`config.mk`:
```
export PLATFORM = sky130hd
export DESIGN_NAME = frame_size_rate_controller
export DESIGN_NICKNAME = d
export VERILOG_FILES = /design/src/hw/rtl/fsrc_pkg.sv /design/src/hw/rtl/frame_size_rate_controller.sv
export SDC_FILE = /design/constraint.sdc
export NUM_CORES = 2
export LEC_CHECK = 0
export BUFFER_PORTS_ARGS = -buffer_cell sky130_fd_sc_hd__buf_2
export CORE_ASPECT_RATIO = 1.1
export CORE_UTILIZATION = 55
export CTS_CLUSTER_DIAMETER = 60
export DETAILED_ROUTE_END_ITERATION = 8
export MAX_ROUTING_LAYER = met4
export PLACE_DENSITY = 0.73
export REMOVE_ABC_BUFFERS = 1
export SLEW_MARGIN = 20
export SYNTH_ARGS = -nofsm -noshare
export SYNTH_HDL_FRONTEND = slang
export SYNTH_SLANG_ARGS = --single-unit
export TNS_END_PERCENT = 30
```
`constraint.sdc`:
```
create_clock -name clock -period 14.5 [get_ports clock]
set_clock_uncertainty 0.2 [all_clocks]
set_input_delay 2.9 -clock clock [delete_from_list [all_inputs] [get_ports clock]]
set_output_delay 2.9 -clock clock [all_outputs]
set_load 0.02 [all_outputs]
```
`src/hw/rtl/fsrc_pkg.sv`:
```
// Constants, widths and sequencer codes for the frame size rate controller.
package fsrc_pkg;

   localparam int REQ_TDATA_W = 32;
   localparam int RSP_TDATA_W = 56;
   localparam int RSP_PAD_W   = RSP_TDATA_W - 49;

   localparam logic [16:0] SCALE_ONE = 17'd4096;
   localparam logic [16:0] SCALE_MIN = 17'd1024;
   localparam logic [16:0] SCALE_MAX = 17'd65536;
   localparam logic [12:0] STEP_MIN  = 13'd3482;
   localparam logic [12:0] STEP_MAX  = 13'd4915;
   localparam logic [30:0] ROUND_HALF = 31'd2048;
   localparam logic [31:0] SMOOTH_DIV = 32'd10;

   // iteration counts, loaded as count minus one
   localparam logic [5:0] DIV_AVG_LAST   = 6'd43;
   localparam logic [5:0] DIV_RATIO_LAST = 6'd55;
   localparam logic [5:0] ROOT_LAST      = 6'd16;

   localparam logic [3:0] ST_IDLE  = 4'd0;
   localparam logic [3:0] ST_MUL7  = 4'd1;
   localparam logic [3:0] ST_ADD2  = 4'd2;
   localparam logic [3:0] ST_ADD1  = 4'd3;
   localparam logic [3:0] ST_DAVG  = 4'd4;
   localparam logic [3:0] ST_LDRAT = 4'd5;
   localparam logic [3:0] ST_DRAT  = 4'd6;
   localparam logic [3:0] ST_CAP   = 4'd7;
   localparam logic [3:0] ST_ROOT  = 4'd8;
   localparam logic [3:0] ST_MULT  = 4'd9;
   localparam logic [3:0] ST_CLAMP = 4'd10;
   localparam logic [3:0] ST_OUT   = 4'd11;

endpackage

```
`src/hw/rtl/frame_size_rate_controller.sv`:
```
// Counted frames pass the 0.7/0.3 average (not the first after reset or a nonzero target write), the
// average/target divide, the root, multiply and clamp; other beats go straight to the output.
// A new beat is taken only in idle, once the result is registered; the bit-serial divider
// (44 steps for the 0.7/0.3 average, 56 for average/target) and the 17-step root set the rate.
// Reset (synchronous, active high): target 0 (control off), scale 1.0, average 0,
// no frame seen, output empty.
module frame_size_rate_controller
   import fsrc_pkg::*;
(
   input  logic                   clock,
   input  logic                   reset,
   input  logic                   req_tvalid,
   output logic                   req_tready,
   input  logic [REQ_TDATA_W-1:0] req_tdata,   // [31:0] encoded_bytes
   input  logic                   req_tuser,   // [0] encode_ok
   output logic                   rsp_tvalid,
   input  logic                   rsp_tready,
   output logic [RSP_TDATA_W-1:0] rsp_tdata,   // [16:0] quant_scale, [48:17] average_bytes, rest 0
   output logic                   rsp_tuser,   // [0] control_enabled
   input  logic                   csr_valid,
   output logic                   csr_ready,
   input  logic [31:0]            csr_wdata    // target_frame_bytes
);

   logic [3:0]  state_ff,  state_in;
   logic [31:0] target_ff, target_in;
   logic [39:0] smooth_ff, smooth_in;
   logic [16:0] scale_ff,  scale_in;
   logic        warmed_ff, warmed_in;
   logic        rsp_valid_ff, rsp_valid_in;

   logic [31:0] bytes_ff,  bytes_in;
   logic [43:0] acc_ff,    acc_in;
   logic [55:0] divd_ff,   divd_in;
   logic [31:0] rem_ff,    rem_in;
   logic [55:0] quo_ff,    quo_in;
   logic [5:0]  cnt_ff,    cnt_in;
   logic [33:0] rad_ff,    rad_in;
   logic [17:0] srem_ff,   srem_in;
   logic [16:0] root_ff,   root_in;
   logic [30:0] prod_ff,   prod_in;
   logic [16:0] rsp_scale_ff, rsp_scale_in;
   logic [31:0] rsp_avg_ff,   rsp_avg_in;
   logic        rsp_en_ff,    rsp_en_in;

   logic        req_take;
   logic        out_free;
   logic [31:0] dsr;
   logic [32:0] rem_sh;
   logic [32:0] rem_diff;
   logic        div_ge;
   logic [55:0] quo_step;
   logic [19:0] root_sh;
   logic [19:0] root_trial;
   logic [19:0] root_diff;
   logic        root_ge;
   logic [12:0] step;
   logic [18:0] prod_q;

   assign csr_ready  = (state_ff == ST_IDLE);
   assign req_tready = (state_ff == ST_IDLE) && !csr_valid;
   assign req_take   = req_tvalid && req_tready;
   assign out_free   = !rsp_valid_ff || rsp_tready;

   assign rsp_tvalid = rsp_valid_ff;
   assign rsp_tdata  = {{RSP_PAD_W{1'b0}}, rsp_avg_ff, rsp_scale_ff};
   assign rsp_tuser  = rsp_en_ff;

   // one restoring divide step, shared by both divisions
   assign dsr      = (state_ff == ST_DAVG) ? SMOOTH_DIV : target_ff;
   assign rem_sh   = {rem_ff, divd_ff[55]};
   assign rem_diff = rem_sh - {1'b0, dsr};
   assign div_ge   = (rem_sh >= {1'b0, dsr});
   assign quo_step = {quo_ff[54:0], div_ge};

   // one two-bit square root step
   assign root_sh    = {srem_ff, rad_ff[33:32]};
   assign root_trial = {1'b0, root_ff, 2'b01};
   assign root_diff  = root_sh - root_trial;
   assign root_ge    = (root_sh >= root_trial);

   always_comb begin
      if (root_ff < {4'b0, STEP_MIN}) begin
         step = STEP_MIN;
      end else if (root_ff > {4'b0, STEP_MAX}) begin
         step = STEP_MAX;
      end else begin
         step = root_ff[12:0];
      end
   end

   assign prod_q = prod_ff[30:12];

   always_comb begin
      state_in     = state_ff;
      target_in    = target_ff;
      smooth_in    = smooth_ff;
      scale_in     = scale_ff;
      warmed_in    = warmed_ff;
      rsp_valid_in = rsp_valid_ff;
      bytes_in     = bytes_ff;
      acc_in       = acc_ff;
      divd_in      = divd_ff;
      rem_in       = rem_ff;
      quo_in       = quo_ff;
      cnt_in       = cnt_ff;
      rad_in       = rad_ff;
      srem_in      = srem_ff;
      root_in      = root_ff;
      prod_in      = prod_ff;
      rsp_scale_in = rsp_scale_ff;
      rsp_avg_in   = rsp_avg_ff;
      rsp_en_in    = rsp_en_ff;

      if (rsp_valid_ff && rsp_tready) begin
         rsp_valid_in = 1'b0;
      end

      case (state_ff)
         ST_IDLE: begin
            if (csr_valid) begin
               target_in = csr_wdata;
               if (csr_wdata != 32'd0) begin
                  scale_in  = SCALE_ONE;
                  smooth_in = 40'd0;
                  warmed_in = 1'b0;
               end
            end else if (req_take) begin
               bytes_in = req_tdata;
               if (target_ff != 32'd0 && req_tuser && req_tdata != 32'd0) begin
                  if (warmed_ff) begin
                     state_in = ST_MUL7;
                  end else begin
                     // first frame loads the average directly
                     smooth_in = {req_tdata, 8'd0};
                     warmed_in = 1'b1;
                     state_in  = ST_LDRAT;
                  end
               end else begin
                  state_in = ST_OUT;
               end
            end
         end
         ST_MUL7: begin
            acc_in   = {1'b0, smooth_ff, 3'd0} - {4'd0, smooth_ff};
            state_in = ST_ADD2;
         end
         ST_ADD2: begin
            acc_in   = acc_ff + {3'd0, bytes_ff, 9'd0};
            state_in = ST_ADD1;
         end
         ST_ADD1: begin
            // fresh plus the rounding constant 5: low byte of fresh is zero
            divd_in  = {acc_ff + {4'd0, bytes_ff, 8'd5}, 12'd0};
            rem_in   = 32'd0;
            quo_in   = 56'd0;
            cnt_in   = DIV_AVG_LAST;
            state_in = ST_DAVG;
         end
         ST_DAVG: begin
            divd_in = {divd_ff[54:0], 1'b0};
            rem_in  = div_ge ? rem_diff[31:0] : rem_sh[31:0];
            quo_in  = quo_step;
            cnt_in  = cnt_ff - 6'd1;
            if (cnt_ff == 6'd0) begin
               smooth_in = quo_step[39:0];
               state_in  = ST_LDRAT;
            end
         end
         ST_LDRAT: begin
            divd_in  = {smooth_ff, 16'd0};
            rem_in   = 32'd0;
            quo_in   = 56'd0;
            cnt_in   = DIV_RATIO_LAST;
            state_in = ST_DRAT;
         end
         ST_DRAT: begin
            divd_in = {divd_ff[54:0], 1'b0};
            rem_in  = div_ge ? rem_diff[31:0] : rem_sh[31:0];
            quo_in  = quo_step;
            cnt_in  = cnt_ff - 6'd1;
            if (cnt_ff == 6'd0) begin
               state_in = ST_CAP;
            end
         end
         ST_CAP: begin
            // cap the ratio at 2^32
            if ((quo_ff[55:33] != 23'd0) || (quo_ff[32] && quo_ff[31:0] != 32'd0)) begin
               rad_in = {2'b01, 32'd0};
            end else begin
               rad_in = {1'b0, quo_ff[32:0]};
            end
            srem_in  = 18'd0;
            root_in  = 17'd0;
            cnt_in   = ROOT_LAST;
            state_in = ST_ROOT;
         end
         ST_ROOT: begin
            rad_in  = {rad_ff[31:0], 2'b00};
            srem_in = root_ge ? root_diff[17:0] : root_sh[17:0];
            root_in = {root_ff[15:0], root_ge};
            cnt_in  = cnt_ff - 6'd1;
            if (cnt_ff == 6'd0) begin
               state_in = ST_MULT;
            end
         end
         ST_MULT: begin
            prod_in  = ({14'd0, scale_ff} * {18'd0, step}) + ROUND_HALF;
            state_in = ST_CLAMP;
         end
         ST_CLAMP: begin
            if (prod_q < {2'b0, SCALE_MIN}) begin
               scale_in = SCALE_MIN;
            end else if (prod_q > {2'b0, SCALE_MAX}) begin
               scale_in = SCALE_MAX;
            end else begin
               scale_in = prod_q[16:0];
            end
            state_in = ST_OUT;
         end
         ST_OUT: begin
            // hold until the output register is free
            if (out_free) begin
               rsp_valid_in = 1'b1;
               rsp_scale_in = scale_ff;
               rsp_avg_in   = smooth_ff[39:8];
               rsp_en_in    = (target_ff != 32'd0);
               state_in     = ST_IDLE;
            end
         end
         default: begin
            state_in = ST_IDLE;
         end
      endcase
   end

   always_ff @(posedge clock) begin
      if (reset) begin
         state_ff     <= ST_IDLE;
         target_ff    <= 32'd0;
         smooth_ff    <= 40'd0;
         scale_ff     <= SCALE_ONE;
         warmed_ff    <= 1'b0;
         rsp_valid_ff <= 1'b0;
      end else begin
         state_ff     <= state_in;
         target_ff    <= target_in;
         smooth_ff    <= smooth_in;
         scale_ff     <= scale_in;
         warmed_ff    <= warmed_in;
         rsp_valid_ff <= rsp_valid_in;
      end
   end

   always_ff @(posedge clock) begin
      bytes_ff     <= bytes_in;
      acc_ff       <= acc_in;
      divd_ff      <= divd_in;
      rem_ff       <= rem_in;
      quo_ff       <= quo_in;
      cnt_ff       <= cnt_in;
      rad_ff       <= rad_in;
      srem_ff      <= srem_in;
      root_ff      <= root_in;
      prod_ff      <= prod_in;
      rsp_scale_ff <= rsp_scale_in;
      rsp_avg_ff   <= rsp_avg_in;
      rsp_en_ff    <= rsp_en_in;
   end

endmodule
```
## Word level (Yosys, flattened, before mapping)

Cells that the tools add are included.

- Output and inout port bits: 60
- Word-level logic and storage cells: 136
- Input port bits: 70
- Register bits after elaboration: 471

- Equal/unequal tests: 24
- $add $sub $neg: 7
- Multiply operators: 1
- Multiplexer cells: 42
- Order comparisons: 6
- Reductions and logical operators: 36
- Bitwise gates (word level): 1

Operator list:

| kind | number |
|---|---|
| $mux 40 | 6 |
| $pmux 56 s3 | 1 |
| $reduce_bool 32->1 | 4 |
| $pmux 56 s2 | 1 |
| $pmux 44 s2 | 1 |
| $pmux 40 s2 | 1 |
| $mux 17 | 4 |
| $pmux 17 s2 | 2 |
| $pmux 34 s2 | 1 |
| $mux 32 | 2 |
| $pmux 32 s2 | 1 |
| $pmux 4 s12 | 1 |
| $add 44x40->44 | 1 |
| $add 44x41->44 | 1 |
| $sub 43x40->44 | 1 |
| $pmux 18 s2 | 1 |
| $ge 33x32->1 | 1 |
| $mux 33 | 1 |
| $sub 32x32->32 | 1 |
| $add 30x12->31 const B | 1 |
| $mul 17x13->30 | 1 |
| $mux 4 | 7 |
| $mux 13 | 2 |
| $pmux 6 s4 | 1 |
| 34 further kinds | 73 |

## Depth between registers and ports, before layout

- Depth after elaboration: 7
- Mapped depth: 28
- Depth with buffers taken out: 27

## Worst setup path before layout

OpenSTA, ideal clock, no wires.

- Path type: flip-flop to flip-flop
- Start point: register root_ff[16]
- End point: register prod_ff[30] (data pin)
- Data required time: 14.040 ns
- Path buffers: 2
- Data arrival time: 7.010 ns
- Slack: 7.031 ns
- Setup time: 0.260 ns
- Clock period less this slack: 7.469 ns
- Stages on the path, launching flop included: 27
- Path through: edfxtp_1 -> nor4_4 -> nand2_4 -> a311oi_4 -> nand2b_1 -> nand2b_1 -> clkbuf_1 -> clkbuf_1 -> nand2_1 -> fa_1 -> fa_1 -> fa_1 -> inv_1 -> fa_1 -> fa_1 -> fa_1 -> ha_1 -> a21o_1 -> a21o_1 -> a21oi_1 -> o221a_2 -> o2111ai_2 -> a311oi_4 -> o21ai_2 -> o21a_1 -> nor2_2 -> xnor2_1

- Longest elaborated chain between the ends: 5
- Elaborated cells between the ends (all ways): 6
- Those cells by class: 1 x add/sub; 1 x mul; 2 x order compare; 2 x mux

RTL lines:

| element | line | text |
|---|---|---|
| start, declared | frame_size_rate_controller.sv:40 | `logic [16:0] root_ff, root_in;` |
| start signal, assigned | frame_size_rate_controller.sv:264 | `root_ff <= root_in;` |
| $gt 17x13->1 | frame_size_rate_controller.sv:85 | `end else if (root_ff > {4'b0, STEP_MAX}) begin` |
| $mux 13 | frame_size_rate_controller.sv:85 |  |
| $mux 13 (*) | frame_size_rate_controller.sv:83 | `if (root_ff < {4'b0, STEP_MIN}) begin` |
| $mul 17x13->30 (*) | frame_size_rate_controller.sv:208 | `prod_in = ({14'd0, scale_ff} * {18'd0, step}) + ROUND_HALF;` |
| $add 30x12->31 (*) | frame_size_rate_controller.sv:208 |  |
| end signal, assigned | frame_size_rate_controller.sv:265 | `prod_ff <= prod_in;` |
| end, declared | frame_size_rate_controller.sv:41 | `logic [30:0] prod_ff, prod_in;` |

Mark *: on every way between the ends. The rest lies on a longest branch, timed or not.
A chain may end at the register's enable or synchronous reset.

## Worst setup path in the final report

- Start point: register root_ff[12]
- End point: register prod_ff[30] (data pin)

Same word-level chain as after synthesis.

==> parameters.txt <==
Parameter                              Value

Global routing
  Gr ovfl total ... 0
  Met2 track demand over resource ... 46.0%
  Initial antenna violation count ... 2
  All-layer global routing usage ... 29.8%
  Maximum number of pins on one net before global-route repair ... 81
  Global-route wire length before repair ... 139,000 um
  Global routing's busiest layer ... met2
  Via count of the first global-routing pass ... 25,747
  Global routing met1 resource utilization ... 39.4%
  Met3 Resource Use GR ... 4.78%

Critical path
  CP max stage delay ... 0.74 ns
  Arr. time, crit path ... 8.71 ns
  Worst path cell trace ... inv_1, nand2_4, a311oi_4, nand2b_1, nand2b_1, nand2_1, fa_1, fa_1, fa_1, inv_1, fa_1, fa_1, fa_1, ha_1, a21o_1, a21o_1, a21oi_1, o221a_2, o2111ai_2, a311oi_4, o21ai_2, o21a_1, nor2_2, xnor2_1
  Most frequent cell on the critical path ... sky130_fd_sc_hd__fa_1
  Crit. End Element ... flip-flop
  Worst-case reg-to-reg path depth ... 24
  Family with the most delay on the worst path ... adder cells
  Category of the worst setup path launch point ... flip-flop
  Reg2reg end ... prod_ff[30]
  Buf/Inv on CP ... 2
  Worst path required time ... 14.68 ns
  Category of the critical setup timing path ... flip-flop to flip-flop
  Crit Path Max Fanout ... 20
  Crit Reg-Reg Startpoint ... root_ff[12]
  Slack of the worst reg-to-reg path ... 5.97 ns
  Max stage delay cell, worst path ... sky130_fd_sc_hd__nand2b_1

Clocking
  Post-cts resize count ... 0
  Count of buffers added by post-CTS timing repair for setup ... 0
  Cell at the root of the clock tree ... sky130_fd_sc_hd__clkbuf_16
  Clock network latency to the later pin of the worst-skew pair ... 0.63 ns
  H-tree depth ... 2
  TritonCTS clock tree ... done
  Clock sink total ... 447
  TritonCTS buffer count ... 51
  Clock transition time at the flip-flop clock pins of the worst setup and hold paths ... 0.07 ns
  Number of buffers on the longest clock path ... 3
  Hold buffer count at CTS ... 0

Timing
  Setup repair after global routing missed its margin ... false
  F_max ... 0.117 GHz
  Final hold vios ... 0
  Setup slack of the critical path after layout ... 5.97 ns
  Tcrit/Tclk final ... 58.8%
  Slew margin rel. ... 27.1%
  Final setup violation count ... 0
  Max-slew violation total from the final report ... 0
  Total negative slack for setup checks ... 0 ns
  Shortest clock period the worst path allows after layout ... 8.53 ns
  Transition time of the tightest slew-check pin ... 1.09 ns
  Final worst hold slack ... 0.273 ns

Yosys
  Cell type with the highest aggregate area in the netlist ... sky130_fd_sc_hd__edfxtp_1
  Count of synthesis-stage warnings from yosys ... 0
  Most frequently used flop master after synthesis ... sky130_fd_sc_hd__edfxtp_1
  Mean Syn Cell Area ... 9.68 sq um
  Gate Count Post-Synth ... 3,388
  Sequential-to-total area share from yosys stat ... 38.0%
  Synthesized flop and latch total ... 447
  Number of distinct library cells after synthesis ... 81
  Ys async rst share ... 0%
  Area of the mapped netlist ... 32,800 sq um
  Leading post-synthesis cells by cell area ... sky130_fd_sc_hd__edfxtp_1 32%, sky130_fd_sc_hd__fa_1 10%, sky130_fd_sc_hd__ha_1 9.6%
  Number of enable-type register cells in the synthesized netlist ... 352
  Top-area cell type share of the netlist area ... 32.2%

Layout
  Post-route cell area ... 35,900 sq um
  Net count reported at finish ... 3,928
  Layout cell share with drive strength beyond 1 ... 8.24%
  Share of the core filled with cells ... 61.1%
  Filler cells ... 4,959
  Highest-count cells in the layout ignoring fill and taps ... 358 x sky130_fd_sc_hd__nand2_1, 352 x sky130_fd_sc_hd__edfxtp_1, 285 x sky130_fd_sc_hd__inv_1
  Most common library cell in the layout ignoring fill and taps ... sky130_fd_sc_hd__nand2_1
  Sequential cell area ... 12,500 sq um
  Synth-to-layout area growth ... 9.39%
  Final standard cell count with taps included and fillers excluded ... 4,242
  Area used by multi-input combinational logic ... 18,800 sq um

Min path
  Hold Path Sink ... target_ff[0]
  Startpoint of the tightest hold check path ... target_ff[0]
  Worst hold path type ... flip-flop to flip-flop
  Number of cells traversed by the worst hold path ... 2

Drt
  Number of nets with antenna violations after detailed routing ... 0
  Remaining DRCs ... 0
  Total via count in the routed design ... 25,853
  Via density per instance ... 6.09
  Count of TritonRoute iterations in the first routing pass ... 9
  First-iteration detailed-routing DRC count ... 2,198
  Detailed-route wire length per cell ... 20.5 um
  DRT Wirelength ... 86,900 um

Power
  Overall power of the completed layout ... 7.07 mW
  Leakage power ... 15.0 nW
  Max VDD drop ... 0.000153 V
  Power density normalized to cell area ... 197 nW/um^2

Run
  Number of violations of the max-capacitance limit ... 0

Placement
  Total of buffers placed on input and output ports ... 122
  Detailed Place HPWL ... 62,400 um
  Cell Area, Placed ... 34,100 sq um
  Pre-CTS worst setup slack ... 6.04 ns
  Instance count after placement with tap cells included ... 4,144
  RD Place Congestion ... 0.982

Status
  Run status ... finished clean

Floorplanning
  Number of rows in the core area ... 93
  Placeable core region ... 58,800 sq um
  Die Outline Area ... 60,600 sq um
  I/O pin cnt ... 130
  Die width ... 235 um
  Die Height ... 258 um
  Initial Utilization ... 55.8%
[cells in the mapped netlist, types with 16 or more instances]
master	instances
sky130_fd_sc_hd__a211oi_1	58
sky130_fd_sc_hd__a21o_1	73
sky130_fd_sc_hd__a21oi_1	278
sky130_fd_sc_hd__a22o_1	34
sky130_fd_sc_hd__a22oi_1	50
sky130_fd_sc_hd__a31oi_1	22
sky130_fd_sc_hd__and2_1	88
sky130_fd_sc_hd__and3_1	86
sky130_fd_sc_hd__clkbuf_1	140
sky130_fd_sc_hd__dfxtp_1	95
sky130_fd_sc_hd__edfxtp_1	352
sky130_fd_sc_hd__fa_1	168
sky130_fd_sc_hd__ha_1	252
sky130_fd_sc_hd__inv_1	285
sky130_fd_sc_hd__mux2i_1	22
sky130_fd_sc_hd__nand2_1	359
sky130_fd_sc_hd__nand2b_1	32
sky130_fd_sc_hd__nand3_1	61
sky130_fd_sc_hd__nand4_1	30
sky130_fd_sc_hd__nor2_1	223
sky130_fd_sc_hd__nor2b_1	39
sky130_fd_sc_hd__nor3_1	43
sky130_fd_sc_hd__nor3b_1	39
sky130_fd_sc_hd__nor4_1	44
sky130_fd_sc_hd__o211ai_1	16
sky130_fd_sc_hd__o21a_1	19
sky130_fd_sc_hd__o21ai_0	127
sky130_fd_sc_hd__o21bai_1	23
sky130_fd_sc_hd__o31ai_1	17
sky130_fd_sc_hd__xnor2_1	94
sky130_fd_sc_hd__xor2_1	63
[flip-flops by register name (all words and copies together) (netlist names)]
register and count:
divd_ff 44, bytes_ff 32, rad_ff 34, root_ff 17, target_ff 32, prod_ff 19
rsp_tvalid 1, warmed_ff 1, rem_ff 32, scale_ff 17, smooth_ff 40, state_ff 4
rsp_avg_ff 32, cnt_ff 6, srem_ff 18, quo_ff 56, acc_ff 44, rsp_tuser 1
rsp_scale_ff 17
[logic make-up after synthesis]
family / synth area share, %
buf+inv: 5.24
other cells: 0.0114
xor+xnor: 4.19
fa+ha+maj: 19.9
compound gates: 15.6
simple gates: 16.4
mux: 0.671
flops: 38.0
[worst register-to-register path, cell delays in order, from the launching register on]
cell and delay, ns:
sky130_fd_sc_hd__edfxtp_1 0.42, sky130_fd_sc_hd__inv_1 0.47, sky130_fd_sc_hd__nand2_4 0.28, sky130_fd_sc_hd__a311oi_4 0.49, sky130_fd_sc_hd__nand2b_1 0.23, sky130_fd_sc_hd__nand2b_1 0.74
sky130_fd_sc_hd__nand2_1 0.18, sky130_fd_sc_hd__fa_1 0.46, sky130_fd_sc_hd__fa_1 0.50, sky130_fd_sc_hd__fa_1 0.49, sky130_fd_sc_hd__inv_1 0.06, sky130_fd_sc_hd__fa_1 0.52
sky130_fd_sc_hd__fa_1 0.54, sky130_fd_sc_hd__fa_1 0.51, sky130_fd_sc_hd__ha_1 0.34, sky130_fd_sc_hd__a21o_1 0.20, sky130_fd_sc_hd__a21o_1 0.17, sky130_fd_sc_hd__a21oi_1 0.22
sky130_fd_sc_hd__o221a_2 0.25, sky130_fd_sc_hd__o2111ai_2 0.23, sky130_fd_sc_hd__a311oi_4 0.35, sky130_fd_sc_hd__o21ai_2 0.12, sky130_fd_sc_hd__o21a_1 0.20, sky130_fd_sc_hd__nor2_2 0.09
sky130_fd_sc_hd__xnor2_1 0.07
[cell type report]
cell class	count	share of cell area, %
antenna	1	0.00697
inverter	286	2.99
clock buffer	66	4.00
tap	760	2.65
sequential	447	34.8
timing repair buffer	153	2.38
clock inverter	30	0.927
multi-input combinational	2499	52.3
[per-layer routing]
layer,vias up,share of wire (%),wire length (um)
met5,-,0,0
met4,0,3.8,3300
met3,193,7.4,6420
met2,1003,46,39600
met1,12500,43,37600
li1,12157,-,-
[where the power goes]
part | internal (mW) | total (mW) | switching, mW
clock | 0.781 | 1.35 | 0.565
combinational | 1.35 | 3.54 | 2.19
sequential | 1.92 | 2.19 | 0.275
total | 4.04 | 7.07 | 3.03
[worst max path at each step]
| stage | start | to | cells past startpoint |
|---|---|---|---|
| 6_report | root_ff[12] | prod_ff[30] | 24 |
| 3_3_place_gp | root_ff[16] | prod_ff[30] | 26 |
| 3_5_place_dp | root_ff[16] | prod_ff[30] | 25 |
| 2_1_floorplan | root_ff[16] | prod_ff[30] | 24 |
| 4_1_cts | root_ff[16] | prod_ff[30] | 25 |
| 5_1_grt | root_ff[12] | prod_ff[30] | 25 |
(Power assumes the default switching activity.)
